File: config.mk
export PLATFORM = sky130hd
export DESIGN_NAME = ascii_fan_heater_command_parser_top_flat
export DESIGN_NICKNAME = d
export VERILOG_FILES = /design/src/rtl/core/fhcp_pkg.sv /design/src/rtl/core/fhcp_if.sv /design/src/rtl/core/fhcp_parser.sv /design/src/rtl/core/ascii_fan_heater_command_parser_top.sv /design/src/flat_wrapper.sv
export SDC_FILE = /design/constraint.sdc
export NUM_CORES = 1
export LEC_CHECK = 0
export ABC_AREA = 1
export BUFFER_PORTS_ARGS = -buffer_cell sky130_fd_sc_hd__buf_2
export CAP_MARGIN = 20
export CELL_PAD_IN_SITES_DETAIL_PLACEMENT = 0
export CELL_PAD_IN_SITES_GLOBAL_PLACEMENT = 2
export CORE_UTILIZATION = 35
export DETAILED_ROUTE_END_ITERATION = 6
export HOLD_SLACK_MARGIN = 0.02
export PLACE_DENSITY_LB_ADDON = 0.1
export RECOVER_POWER = 50
export SYNTH_ARGS = -nofsm -noshare
export SYNTH_HDL_FRONTEND = slang
export SYNTH_SLANG_ARGS = --single-unit
export TNS_END_PERCENT = 10
File: constraint.sdc
create_clock -name clk_i -period 5.6 [get_ports clk_i]
set_input_delay 0.28 -clock clk_i [delete_from_list [all_inputs] [get_ports clk_i]]
set_output_delay 0.28 -clock clk_i [all_outputs]
set_load 0.01 [all_outputs]
File: src/rtl/core/fhcp_pkg.sv
// Shared types and constants for the fan / heater command parser.
// No dependencies; compiled before the interfaces and modules.
package fhcp_pkg;

  // Default sizing of the controlled hardware
  localparam int unsigned FanCountDef    = 3;
  localparam int unsigned HeaterCountDef = 2;
  localparam int unsigned SensorCountDef = 2;
  localparam int unsigned LevelDigitsDef = 4;

  localparam int unsigned LevelW   = 14;
  localparam int unsigned ReplyMax = 6;
  localparam int unsigned LenW     = 3;

  localparam logic [LevelW-1:0] ResetLevel    = 14'd1023;
  localparam logic [15:0]       ResetLevelBcd = 16'h1023;

  // ASCII codes used by the command syntax and the replies
  localparam logic [7:0] CH_HASH = 8'h23;  // '#'
  localparam logic [7:0] CH_S    = 8'h53;
  localparam logic [7:0] CH_G    = 8'h47;
  localparam logic [7:0] CH_F    = 8'h46;
  localparam logic [7:0] CH_P    = 8'h50;
  localparam logic [7:0] CH_T    = 8'h54;
  localparam logic [7:0] CH_O    = 8'h4F;
  localparam logic [7:0] CH_K    = 8'h4B;
  localparam logic [7:0] CH_N    = 8'h4E;
  localparam logic [3:0] DIGIT_HI = 4'h3;  // upper nibble of '0'..'9'

  typedef struct packed {
    logic       func;
    logic [7:0] rx_byte;
    logic       sensor_index;
    logic [7:0] sensor_value;
  } in_item_t;

  // One reply: characters go out from index 0 upward
  typedef struct packed {
    logic [ReplyMax-1:0][7:0] chars;
    logic [LenW-1:0]          len;
    logic [2:0]               fan_bits;
    logic [LevelW-1:0]        heater1;
    logic [LevelW-1:0]        heater2;
  } reply_t;

endpackage

File: src/rtl/core/fhcp_if.sv
// Valid/ready channel interfaces for the command parser input and reply words.
// Depends on nothing; modules see them through source and sink modports.
interface fhcp_in_if;
  logic       valid;
  logic       ready;
  logic       func;
  logic [7:0] rx_byte;
  logic       sensor_index;
  logic [7:0] sensor_value;

  modport source (output valid, func, rx_byte, sensor_index, sensor_value, input ready);
  modport sink   (input valid, func, rx_byte, sensor_index, sensor_value, output ready);
endinterface

interface fhcp_out_if;
  logic        valid;
  logic        ready;
  logic [7:0]  out_char;
  logic        last_char;
  logic [2:0]  fan_bits;
  logic [13:0] heater1_compare;
  logic [13:0] heater2_compare;

  modport source (output valid, out_char, last_char, fan_bits, heater1_compare,
                  heater2_compare, input ready);
  modport sink   (input valid, out_char, last_char, fan_bits, heater1_compare,
                  heater2_compare, output ready);
endinterface

File: src/rtl/core/fhcp_parser.sv
// Command parser state machine and device state (fans, heater levels, temperatures).
// Builds the whole reply for one word combinationally. Uses fhcp_pkg.
module fhcp_parser import fhcp_pkg::*; #(
  parameter int unsigned FAN_COUNT    = FanCountDef,
  parameter int unsigned HEATER_COUNT = HeaterCountDef,
  parameter int unsigned SENSOR_COUNT = SensorCountDef,
  parameter int unsigned LEVEL_DIGITS = LevelDigitsDef
) (
  input  logic     clk_i,
  input  logic     rst_ni,
  input  logic     take_i,
  input  in_item_t item_i,
  output reply_t   reply_o
);

  typedef enum logic [3:0] {
    PH_IDLE, PH_CMD, PH_SET_KIND, PH_GET_KIND, PH_SF_UNIT, PH_SF_STATUS,
    PH_SP_UNIT, PH_SP_LEVEL, PH_GF_UNIT, PH_GP_UNIT, PH_GT_UNIT
  } phase_e;

  // 8-bit binary to three BCD digits
  function automatic logic [11:0] to_bcd3(input logic [7:0] v);
    logic [1:0]  h;
    logic [7:0]  r;
    logic [14:0] prod;
    logic [3:0]  t;
    logic [6:0]  o;
    if (v >= 8'd200) begin
      h = 2'd2;
      r = v - 8'd200;
    end else if (v >= 8'd100) begin
      h = 2'd1;
      r = v - 8'd100;
    end else begin
      h = 2'd0;
      r = v;
    end
    prod = 15'(r) * 15'd205;  // r / 10 for r < 100
    t    = prod[14:11];
    o    = 7'(r) - 7'(t) * 7'd10;
    return {2'b00, h, t, o[3:0]};
  endfunction

  phase_e            phase_q, phase_d;
  logic [2:0]        cnt_q, cnt_d;
  logic [LevelW-1:0] acc_q, acc_d;
  logic [15:0]       bcd_q, bcd_d;
  logic [3:0]        unit_q, unit_d;
  logic [FAN_COUNT-1:0] fan_q, fan_d;
  logic [LevelW-1:0] lvl_q [HEATER_COUNT];
  logic [LevelW-1:0] lvl_d [HEATER_COUNT];
  logic [15:0]       lvl_bcd_q [HEATER_COUNT];
  logic [15:0]       lvl_bcd_d [HEATER_COUNT];
  logic [11:0]       temp_q [SENSOR_COUNT];
  logic [11:0]       temp_d [SENSOR_COUNT];

  logic [7:0]        c;
  logic              is_dig;
  logic [3:0]        d;
  logic              fan_sel;
  logic [15:0]       lvl_sel;
  logic [11:0]       temp_sel;
  logic [LevelW-1:0] acc_n;
  logic [2:0]        cnt_n;
  logic [ReplyMax-1:0][7:0] chars;
  logic [LenW-1:0]   len;
  logic [7:0]        fan_pad;
  logic [7:0][LevelW-1:0] lvl_pad;

  assign c      = item_i.rx_byte;
  assign is_dig = c inside {[8'h30:8'h39]};
  assign d      = is_dig ? c[3:0] : 4'd0;
  assign acc_n  = 14'((acc_q << 3) + (acc_q << 1)) + 14'(d);
  assign cnt_n  = cnt_q + 3'd1;

  // Lookups by the unit digit; unknown units read as zero
  always_comb begin
    fan_sel  = 1'b0;
    lvl_sel  = '0;
    temp_sel = '0;
    for (int i = 0; i < FAN_COUNT; i++)
      if (int'(d) == i + 1) fan_sel = fan_q[i];
    for (int i = 0; i < HEATER_COUNT; i++)
      if (int'(d) == i + 1) lvl_sel = lvl_bcd_q[i];
    for (int i = 0; i < SENSOR_COUNT; i++)
      if (int'(d) == i + 1) temp_sel = temp_q[i];
  end

  always_comb begin
    phase_d   = phase_q;
    cnt_d     = cnt_q;
    acc_d     = acc_q;
    bcd_d     = bcd_q;
    unit_d    = unit_q;
    fan_d     = fan_q;
    lvl_d     = lvl_q;
    lvl_bcd_d = lvl_bcd_q;
    temp_d    = temp_q;
    chars     = '0;
    len       = '0;

    if (item_i.func) begin
      for (int i = 0; i < SENSOR_COUNT; i++)
        if (int'(item_i.sensor_index) == i) temp_d[i] = to_bcd3(item_i.sensor_value);
    end else begin
      case (phase_q)
        PH_IDLE: begin
          if (c == CH_HASH) begin
            phase_d = PH_CMD;
          end else begin
            chars[0] = CH_N; chars[1] = CH_O; len = 3'd2;
          end
        end
        PH_CMD: begin
          if (c == CH_S) begin
            phase_d = PH_SET_KIND;
          end else if (c == CH_G) begin
            phase_d = PH_GET_KIND;
          end else begin
            phase_d = PH_IDLE;
            chars[0] = CH_N; chars[1] = CH_O; len = 3'd2;
          end
        end
        PH_SET_KIND: begin
          if (c == CH_F) begin
            phase_d = PH_SF_UNIT;
          end else if (c == CH_P) begin
            phase_d = PH_SP_UNIT;
          end else begin
            phase_d = PH_IDLE;
            chars[0] = CH_N; chars[1] = CH_O; len = 3'd2;
          end
        end
        PH_GET_KIND: begin
          if (c == CH_F) begin
            phase_d = PH_GF_UNIT;
          end else if (c == CH_P) begin
            phase_d = PH_GP_UNIT;
          end else if (c == CH_T) begin
            phase_d = PH_GT_UNIT;
          end else begin
            phase_d = PH_IDLE;
            chars[0] = CH_N; chars[1] = CH_O; len = 3'd2;
          end
        end
        default: begin
          // digit positions: a non-digit is refused and skipped
          if (!is_dig) begin
            chars[0] = CH_N; chars[1] = CH_O; len = 3'd2;
          end else begin
            case (phase_q)
              PH_SF_UNIT: begin
                unit_d  = d;
                phase_d = PH_SF_STATUS;
              end
              PH_SF_STATUS: begin
                for (int i = 0; i < FAN_COUNT; i++)
                  if (int'(unit_q) == i + 1) fan_d[i] = (d != 4'd0);
                phase_d = PH_IDLE;
                chars[0] = CH_O; chars[1] = CH_K; len = 3'd2;
              end
              PH_SP_UNIT: begin
                unit_d  = d;
                cnt_d   = '0;
                acc_d   = '0;
                bcd_d   = '0;
                phase_d = PH_SP_LEVEL;
              end
              PH_SP_LEVEL: begin
                if (cnt_n >= 3'(LEVEL_DIGITS)) begin
                  for (int i = 0; i < HEATER_COUNT; i++) begin
                    if (int'(unit_q) == i + 1) begin
                      lvl_d[i]     = acc_n;
                      lvl_bcd_d[i] = {bcd_q[11:0], d};
                    end
                  end
                  cnt_d   = '0;
                  acc_d   = '0;
                  bcd_d   = '0;
                  phase_d = PH_IDLE;
                  chars[0] = CH_O; chars[1] = CH_K; len = 3'd2;
                end else begin
                  cnt_d = cnt_n;
                  acc_d = acc_n;
                  bcd_d = {bcd_q[11:0], d};
                end
              end
              PH_GF_UNIT: begin
                chars[0] = CH_F;
                chars[1] = {DIGIT_HI, d};
                chars[2] = {DIGIT_HI, 3'b000, fan_sel};
                len      = 3'd3;
                phase_d  = PH_IDLE;
              end
              PH_GP_UNIT: begin
                chars[0] = CH_P;
                chars[1] = {DIGIT_HI, d};
                chars[2] = {DIGIT_HI, lvl_sel[15:12]};
                chars[3] = {DIGIT_HI, lvl_sel[11:8]};
                chars[4] = {DIGIT_HI, lvl_sel[7:4]};
                chars[5] = {DIGIT_HI, lvl_sel[3:0]};
                len      = 3'd6;
                phase_d  = PH_IDLE;
              end
              default: begin  // temperature read
                chars[0] = CH_T;
                chars[1] = {DIGIT_HI, d};
                chars[2] = {DIGIT_HI, temp_sel[11:8]};
                chars[3] = {DIGIT_HI, temp_sel[7:4]};
                chars[4] = {DIGIT_HI, temp_sel[3:0]};
                len      = 3'd5;
                phase_d  = PH_IDLE;
              end
            endcase
          end
        end
      endcase
    end
  end

  // Status reflects the state after this word
  always_comb begin
    fan_pad = '0;
    fan_pad[FAN_COUNT-1:0] = fan_d;
    lvl_pad = '0;
    for (int i = 0; i < HEATER_COUNT; i++) lvl_pad[i] = lvl_d[i];
  end

  assign reply_o.chars    = chars;
  assign reply_o.len      = len;
  assign reply_o.fan_bits = fan_pad[2:0];
  assign reply_o.heater1  = lvl_pad[0];
  assign reply_o.heater2  = lvl_pad[1];

  always_ff @(posedge clk_i or negedge rst_ni) begin
    if (!rst_ni) begin
      phase_q <= PH_IDLE;
      cnt_q   <= '0;
      acc_q   <= '0;
      bcd_q   <= '0;
      unit_q  <= '0;
      for (int i = 0; i < FAN_COUNT; i++) fan_q[i] <= (i == 1);
      for (int i = 0; i < HEATER_COUNT; i++) begin
        lvl_q[i]     <= ResetLevel;
        lvl_bcd_q[i] <= ResetLevelBcd;
      end
      for (int i = 0; i < SENSOR_COUNT; i++) temp_q[i] <= '0;
    end else if (take_i) begin
      phase_q   <= phase_d;
      cnt_q     <= cnt_d;
      acc_q     <= acc_d;
      bcd_q     <= bcd_d;
      unit_q    <= unit_d;
      fan_q     <= fan_d;
      lvl_q     <= lvl_d;
      lvl_bcd_q <= lvl_bcd_d;
      temp_q    <= temp_d;
    end
  end

endmodule

File: src/rtl/core/ascii_fan_heater_command_parser_top.sv
// Fan / heater command parser: top level with input register and reply buffer.
// Uses fhcp_pkg, fhcp_in_if, fhcp_out_if and fhcp_parser.
//
// in_i carries one word per handshake: a received serial byte (func = 0) or
// an ADC temperature sample (func = 1). out_o carries one reply character per
// word, with last_char on the final character and the fan and heater status
// as it stands after the command that caused the reply.
// A word is registered on acceptance; once the reply buffer is free the parser
// consumes it and loads the complete reply (0 to 6 characters) into a shift
// buffer, from whose register the first character is offered.
// Throughput: a word whose reply has characters holds the parser until its last
// character is taken at the single-character output port; words without a
// reply (samples, partial commands) go at one per cycle while the buffer is
// empty. The parser takes the next word in the same cycle as the last reply
// character is taken. When the receiver stalls, the buffer holds and the input
// side stops once its register is full. Reset returns the parser to idle, turns
// only fan 2 on, sets both heater levels to 1023 and clears the temperatures.
module ascii_fan_heater_command_parser_top import fhcp_pkg::*; #(
  parameter int unsigned FAN_COUNT    = FanCountDef,
  parameter int unsigned HEATER_COUNT = HeaterCountDef,
  parameter int unsigned SENSOR_COUNT = SensorCountDef,
  parameter int unsigned LEVEL_DIGITS = LevelDigitsDef
) (
  input  logic  clk_i,
  input  logic  rst_ni,
  fhcp_in_if.sink    in_i,
  fhcp_out_if.source out_o
);

  logic     in_vld_q;
  in_item_t item_q;
  logic     buf_free;
  logic     take;
  reply_t   reply;

  logic [ReplyMax-1:0][7:0] chars_q;
  logic [LenW-1:0]          cnt_q;
  logic [2:0]               fan_q;
  logic [LevelW-1:0]        h1_q;
  logic [LevelW-1:0]        h2_q;

  // buffer may be reloaded once its last character leaves
  assign buf_free   = (cnt_q == '0) || (cnt_q == 3'd1 && out_o.ready);
  assign take       = in_vld_q && buf_free;
  assign in_i.ready = !in_vld_q || take;

  always_ff @(posedge clk_i or negedge rst_ni) begin
    if (!rst_ni) begin
      in_vld_q <= 1'b0;
    end else if (in_i.ready) begin
      in_vld_q <= in_i.valid;
    end
  end

  always_ff @(posedge clk_i) begin
    if (in_i.ready && in_i.valid) begin
      item_q.func         <= in_i.func;
      item_q.rx_byte      <= in_i.rx_byte;
      item_q.sensor_index <= in_i.sensor_index;
      item_q.sensor_value <= in_i.sensor_value;
    end
  end

  fhcp_parser #(
    .FAN_COUNT    (FAN_COUNT),
    .HEATER_COUNT (HEATER_COUNT),
    .SENSOR_COUNT (SENSOR_COUNT),
    .LEVEL_DIGITS (LEVEL_DIGITS)
  ) u_parser (
    .clk_i   (clk_i),
    .rst_ni  (rst_ni),
    .take_i  (take),
    .item_i  (item_q),
    .reply_o (reply)
  );

  always_ff @(posedge clk_i or negedge rst_ni) begin
    if (!rst_ni) begin
      cnt_q <= '0;
    end else if (take) begin
      cnt_q <= reply.len;
    end else if (out_o.valid && out_o.ready) begin
      cnt_q <= cnt_q - 3'd1;
    end
  end

  always_ff @(posedge clk_i) begin
    if (take) begin
      chars_q <= reply.chars;
      fan_q   <= reply.fan_bits;
      h1_q    <= reply.heater1;
      h2_q    <= reply.heater2;
    end else if (out_o.valid && out_o.ready) begin
      chars_q <= {8'h00, chars_q[ReplyMax-1:1]};
    end
  end

  assign out_o.valid           = (cnt_q != '0);
  assign out_o.out_char        = chars_q[0];
  assign out_o.last_char       = (cnt_q == 3'd1);
  assign out_o.fan_bits        = fan_q;
  assign out_o.heater1_compare = h1_q;
  assign out_o.heater2_compare = h2_q;

  // reply lengths stay within the buffer
  assert property (@(posedge clk_i) disable iff (!rst_ni)
    take |-> (reply.len <= 3'(ReplyMax)))
    else $error("reply longer than buffer");

  // a loaded reply with characters is offered on the next cycle
  assert property (@(posedge clk_i) disable iff (!rst_ni)
    (take && reply.len != '0) |=> out_o.valid)
    else $error("reply lost after load");

  // a held input word is not overwritten before the parser takes it
  assert property (@(posedge clk_i) disable iff (!rst_ni)
    (in_vld_q && !take) |=> (in_vld_q && $stable(item_q)))
    else $error("pending word dropped");

  // the parser never reloads while more than one character is pending
  assert property (@(posedge clk_i) disable iff (!rst_ni)
    take |-> (cnt_q <= 3'd1))
    else $error("reply buffer overrun");

endmodule
File: src/flat_wrapper.sv
// flat-port wrapper written by rule: the top's interface ports become plain ports
module ascii_fan_heater_command_parser_top_flat import fhcp_pkg::*;
#(
  parameter int unsigned FAN_COUNT    = FanCountDef,
  parameter int unsigned HEATER_COUNT = HeaterCountDef,
  parameter int unsigned SENSOR_COUNT = SensorCountDef,
  parameter int unsigned LEVEL_DIGITS = LevelDigitsDef
)
  (clk_i, rst_ni, in_i_valid, in_i_func, in_i_rx_byte, in_i_sensor_index, in_i_sensor_value, in_i_ready, out_o_valid, out_o_out_char, out_o_last_char, out_o_fan_bits, out_o_heater1_compare, out_o_heater2_compare, out_o_ready);
  fhcp_in_if in_i_i ();
  fhcp_out_if out_o_i ();
  input  logic clk_i;
  input  logic rst_ni;
  input wire logic [$bits(in_i_i.valid)-1:0] in_i_valid;
  input wire logic [$bits(in_i_i.func)-1:0] in_i_func;
  input wire logic [$bits(in_i_i.rx_byte)-1:0] in_i_rx_byte;
  input wire logic [$bits(in_i_i.sensor_index)-1:0] in_i_sensor_index;
  input wire logic [$bits(in_i_i.sensor_value)-1:0] in_i_sensor_value;
  output wire logic [$bits(in_i_i.ready)-1:0] in_i_ready;
  output wire logic [$bits(out_o_i.valid)-1:0] out_o_valid;
  output wire logic [$bits(out_o_i.out_char)-1:0] out_o_out_char;
  output wire logic [$bits(out_o_i.last_char)-1:0] out_o_last_char;
  output wire logic [$bits(out_o_i.fan_bits)-1:0] out_o_fan_bits;
  output wire logic [$bits(out_o_i.heater1_compare)-1:0] out_o_heater1_compare;
  output wire logic [$bits(out_o_i.heater2_compare)-1:0] out_o_heater2_compare;
  input wire logic [$bits(out_o_i.ready)-1:0] out_o_ready;
  assign in_i_i.valid = in_i_valid;
  assign in_i_i.func = in_i_func;
  assign in_i_i.rx_byte = in_i_rx_byte;
  assign in_i_i.sensor_index = in_i_sensor_index;
  assign in_i_i.sensor_value = in_i_sensor_value;
  assign in_i_ready = in_i_i.ready;
  assign out_o_valid = out_o_i.valid;
  assign out_o_out_char = out_o_i.out_char;
  assign out_o_last_char = out_o_i.last_char;
  assign out_o_fan_bits = out_o_i.fan_bits;
  assign out_o_heater1_compare = out_o_i.heater1_compare;
  assign out_o_heater2_compare = out_o_i.heater2_compare;
  assign out_o_i.ready = out_o_ready;
  ascii_fan_heater_command_parser_top #(.FAN_COUNT(FAN_COUNT), .HEATER_COUNT(HEATER_COUNT), .SENSOR_COUNT(SENSOR_COUNT), .LEVEL_DIGITS(LEVEL_DIGITS)) u_core (.clk_i(clk_i), .rst_ni(rst_ni), .in_i(in_i_i), .out_o(out_o_i));
endmodule
==> impl_metrics.csv <==
group,metric,value,unit
timing,fmax,0.179,GHz
route,avgRoutedWirePerCell,16.5,microns
timing,fin_crit,5.58,ns
timing,rsz0062_at_grt,"yes",
route,ant_nets,0,
setup_path,rr_endpoint,"u_core.u_parser.temp_q[15]",
die,core_area,30800,sq um
setup_path,crit_path_end_kind,"register",
setup_path,critPathKind,"reg -> reg",
pwr,power_density,731,nW/um^2
yosys,ys_ff_latch,204,
yosys,synth_area_per_cell,8.98,sq um
pwr,power_leakage,6.23,nW
route,via_per_inst,4.80,
route,dr.pass1.iters,7,
yosys,yosys_warnings,0,
setup_path,crit_arrival,5.98,ns
die,die-area,32400,sq um
cells_and_area,mostFrequentLayoutCells,"nand2_1, inv_1, o21ai_0",
timing,worst_slack,0.0196,ns
placed_design,place.gp.congestion,0.828,
placed_design,dpl.hpwl,20.9,mm
timing,finalClockSkew,0.0200,ns
clocking,clock_sinks,204,
setup_path,critPathSlowestCell,"fa_1",
die,io_pins,64,
global_route,grt_pass1_vias,8615,
cells_and_area,diodes,0,
setup_path,rr_startpoint,"u_core.item_q[2]",
clocking,cts.clk_slew.worst_paths,0.06,ns
die,die_w,180,microns
timing,report.final.slew_viol_count,159,
status,status,"finished, violations left",
yosys,synthesis.nets,1339,
global_route,antenna_found_initial,0,
pwr,vdd_drop_max,0.000889,V
cells_and_area,fill_cells,3091,
timing,worstMarginPinSlew,2.79,ns
timing,setup_violations,0,
placed_design,placed_cell_area,11900,sq um
timing,worst_hold_slack,0.129,ns
cells_and_area,final_nets,1469,
worst_hold_path,whs_endpoint,"u_core.in_vld_q",
cells_and_area,final_common_cell,"nand2_1",
timing,period_share,0.996,
setup_path,cp_max_fo,5,
global_route,grtUsageTotal,0.185,
yosys,ys_types,50,
setup_path,r2r_cells,33,
cells_and_area,syn_to_final_growth,21.2,%
clocking,numCtsBuffers,25,
status,violations,"design-rule violations, max-capacitance violations, max-slew violations",
global_route,grt_max_degree,73,
yosys,yosys_most_used_dff,"dfrtp_1",
yosys,yosysSeqAreaShare,0.501,
yosys,synth_area,11100,sq um
run,drv_cap,3,
setup_path,crit_top_cell,"inv_2",
placed_design,portBuffers,62,
yosys,synthArstFlopShare,0.598,
clocking,cts_tree,"built",
timing,hold_violations,0,
worst_hold_path,worstHoldPathCells,3,
die,rows,64,
cells_and_area,drive_gt1_frac,0.164,
route,initialDrtViolationCount,558,
global_route,grt_pass1_wl,47.7,mm
global_route,grt-ovfl-total,0,
clocking,htreeDepth,1,
setup_path,worst_ep_required_time,6.00,ns
setup_path,slowest_delay,0.54,ns
clocking,clkLatencyLatePin,0.53,ns
worst_hold_path,worstHoldStart,"in_i_valid",
setup_path,r2r_slack,0.02,ns
die,die_h,180,microns
route,finalWirelength,29.4,mm
yosys,netlist_instances,1234,
die,initial_core_util,0.359,
route,vias,8539,
clocking,cts_buffer_depth,3,
setup_path,setup.worst_path.start_class,"register",
cells_and_area,fin_area,13400,sq um
worst_hold_path,hold_path_class,"in -> reg",
route,remaining_drc_errors,5,
placed_design,dp_slack,-0.137,ns
timing,relSlewSlack,-0.863,
yosys,synth_edf_count,82,
clocking,clockRootBuffer,"clkbuf_16",
metrics by stage:
stage | power (mW) | cells | util | TNS (ns)
2_1_floorplan | 5.10 | 1234 | - | 0
3_3_place_gp | 6.58 | 1689 | 0.388 | -0.110
3_5_place_dp | 6.53 | 1689 | 0.388 | -0.270
4_1_cts | 8.89 | 1770 | 0.427 | 0
5_1_grt | 10.9 | 1779 | 0.436 | -0.908
6_report | 9.82 | 1779 | 0.436 | 0
cell type report:
type | instances | area [sq um] | share of cell area
Tap cell | 396 | 495 | 0.0369
Timing Repair Buffer | 142 | 916 | 0.0682
Multi-Input combinational cell | 811 | 4910 | 0.365
Clock buffer | 33 | 666 | 0.0495
Clock inverter | 13 | 223 | 0.0166
Inverter | 180 | 676 | 0.0503
Sequential cell | 204 | 5550 | 0.413
report_power, final:
part	total, mW	internal (mW)	switching, mW
clock	1.75	1.11	0.636
sequential	2.08	1.94	0.134
combinational	6.00	2.71	3.29
total	9.82	5.76	4.06
Yosys cell counts, types with 3 or more instances:
library cell	n	area, sq um
buf_4	8	60.1
nand3_1	43	215
nand2_2	5	31.3
or2_2	3	18.8
a31oi_1	4	25.0
o211ai_1	3	22.5
ha_1	69	863
edfxtp_1	82	2460
inv_1	166	623
dfrtp_1	93	2330
a22oi_1	4	30.0
clkbuf_1	17	63.8
nor2_4	5	56.3
buf_6	3	33.8
o21ai_1	50	250
nor3_1	13	65.1
o22ai_1	16	100
inv_2	13	48.8
buf_2	10	50.1
nand4_1	5	31.3
xnor2_1	8	70.1
nand2_1	280	1050
fa_1	14	280
nor3_4	3	48.8
nor2_2	4	25.0
xor2_1	16	140
a21oi_1	59	295
o21ai_0	111	556
nor2_1	71	267
dfstp_2	29	762
worst max-delay path by stage:
stage,from,to,slack (ns)
after floorplan,u_core.item_q[0],u_core.u_parser.temp_q[15],0.01
after global placement,u_core.item_q[2],u_core.u_parser.temp_q[3],-0.06
after detailed placement,u_core.item_q[2],u_core.u_parser.temp_q[3],-0.14
after CTS,u_core.item_q[2],u_core.u_parser.temp_q[3],0.009
after global routing,u_core.item_q[3],u_core.u_parser.temp_q[15],-0.36
final,u_core.item_q[2],u_core.u_parser.temp_q[15],0.02
cells by family after synthesis:
family | after synthesis | share of synthesized area
adders and majority gates | 83 | 0.103
xor gates and xnor gates | 24 | 0.0190
DFF | 204 | 0.501
buffers and inverters | 219 | 0.0802
and+or+nand+nor | 440 | 0.169
other | 1 | 0.000338
muxes | 1 | 0.000903
AOI/OAI and AO/OA | 262 | 0.127
critical path, delay by kind of cell (launching register included):
kind | cells | cell delay, ns
adders and majority gates | 8 | 2.72
and+or+nand+nor | 13 | 1.24
buffers and inverters | 8 | 0.57
DFF | 1 | 0.45
AOI/OAI and AO/OA | 3 | 0.34
xor gates and xnor gates | 1 | 0.17
metal layers:
metal  vias up  wire [microns]  global-route usage
met5         -               0                   0
met4         0             394              0.0376
met3        32             912              0.0227
met2       122           12700               0.276
met1      4062           15400               0.284
li1       4323               -                   -
state kept, by name (all words and copies together), names as in the netlist, 4 cells and up:
name                          cells
u_core.u_parser.lvl_bcd_q        32
u_core.u_parser.lvl_q            28
u_core.chars_q                   26
u_core.u_parser.temp_q           20
u_core.item_q                    18
u_core.out_o.heater1_compare     14
u_core.out_o.heater2_compare     14
u_core.u_parser.acc_q            13
u_core.u_parser.bcd_q            11
u_core.out_o.out_char             7
u_core.u_parser.phase_q           4
u_core.u_parser.unit_q            4
what timing repair did:
action,in CTS,in global routing
setup endpoints to repair,2,4
pin swaps,11,37
hold buffers,19,0
endpoints found under the hold margin,66,0
buffers inserted,16,10
gates resized for setup,9,54
Power figures use the tool's default switching activity.
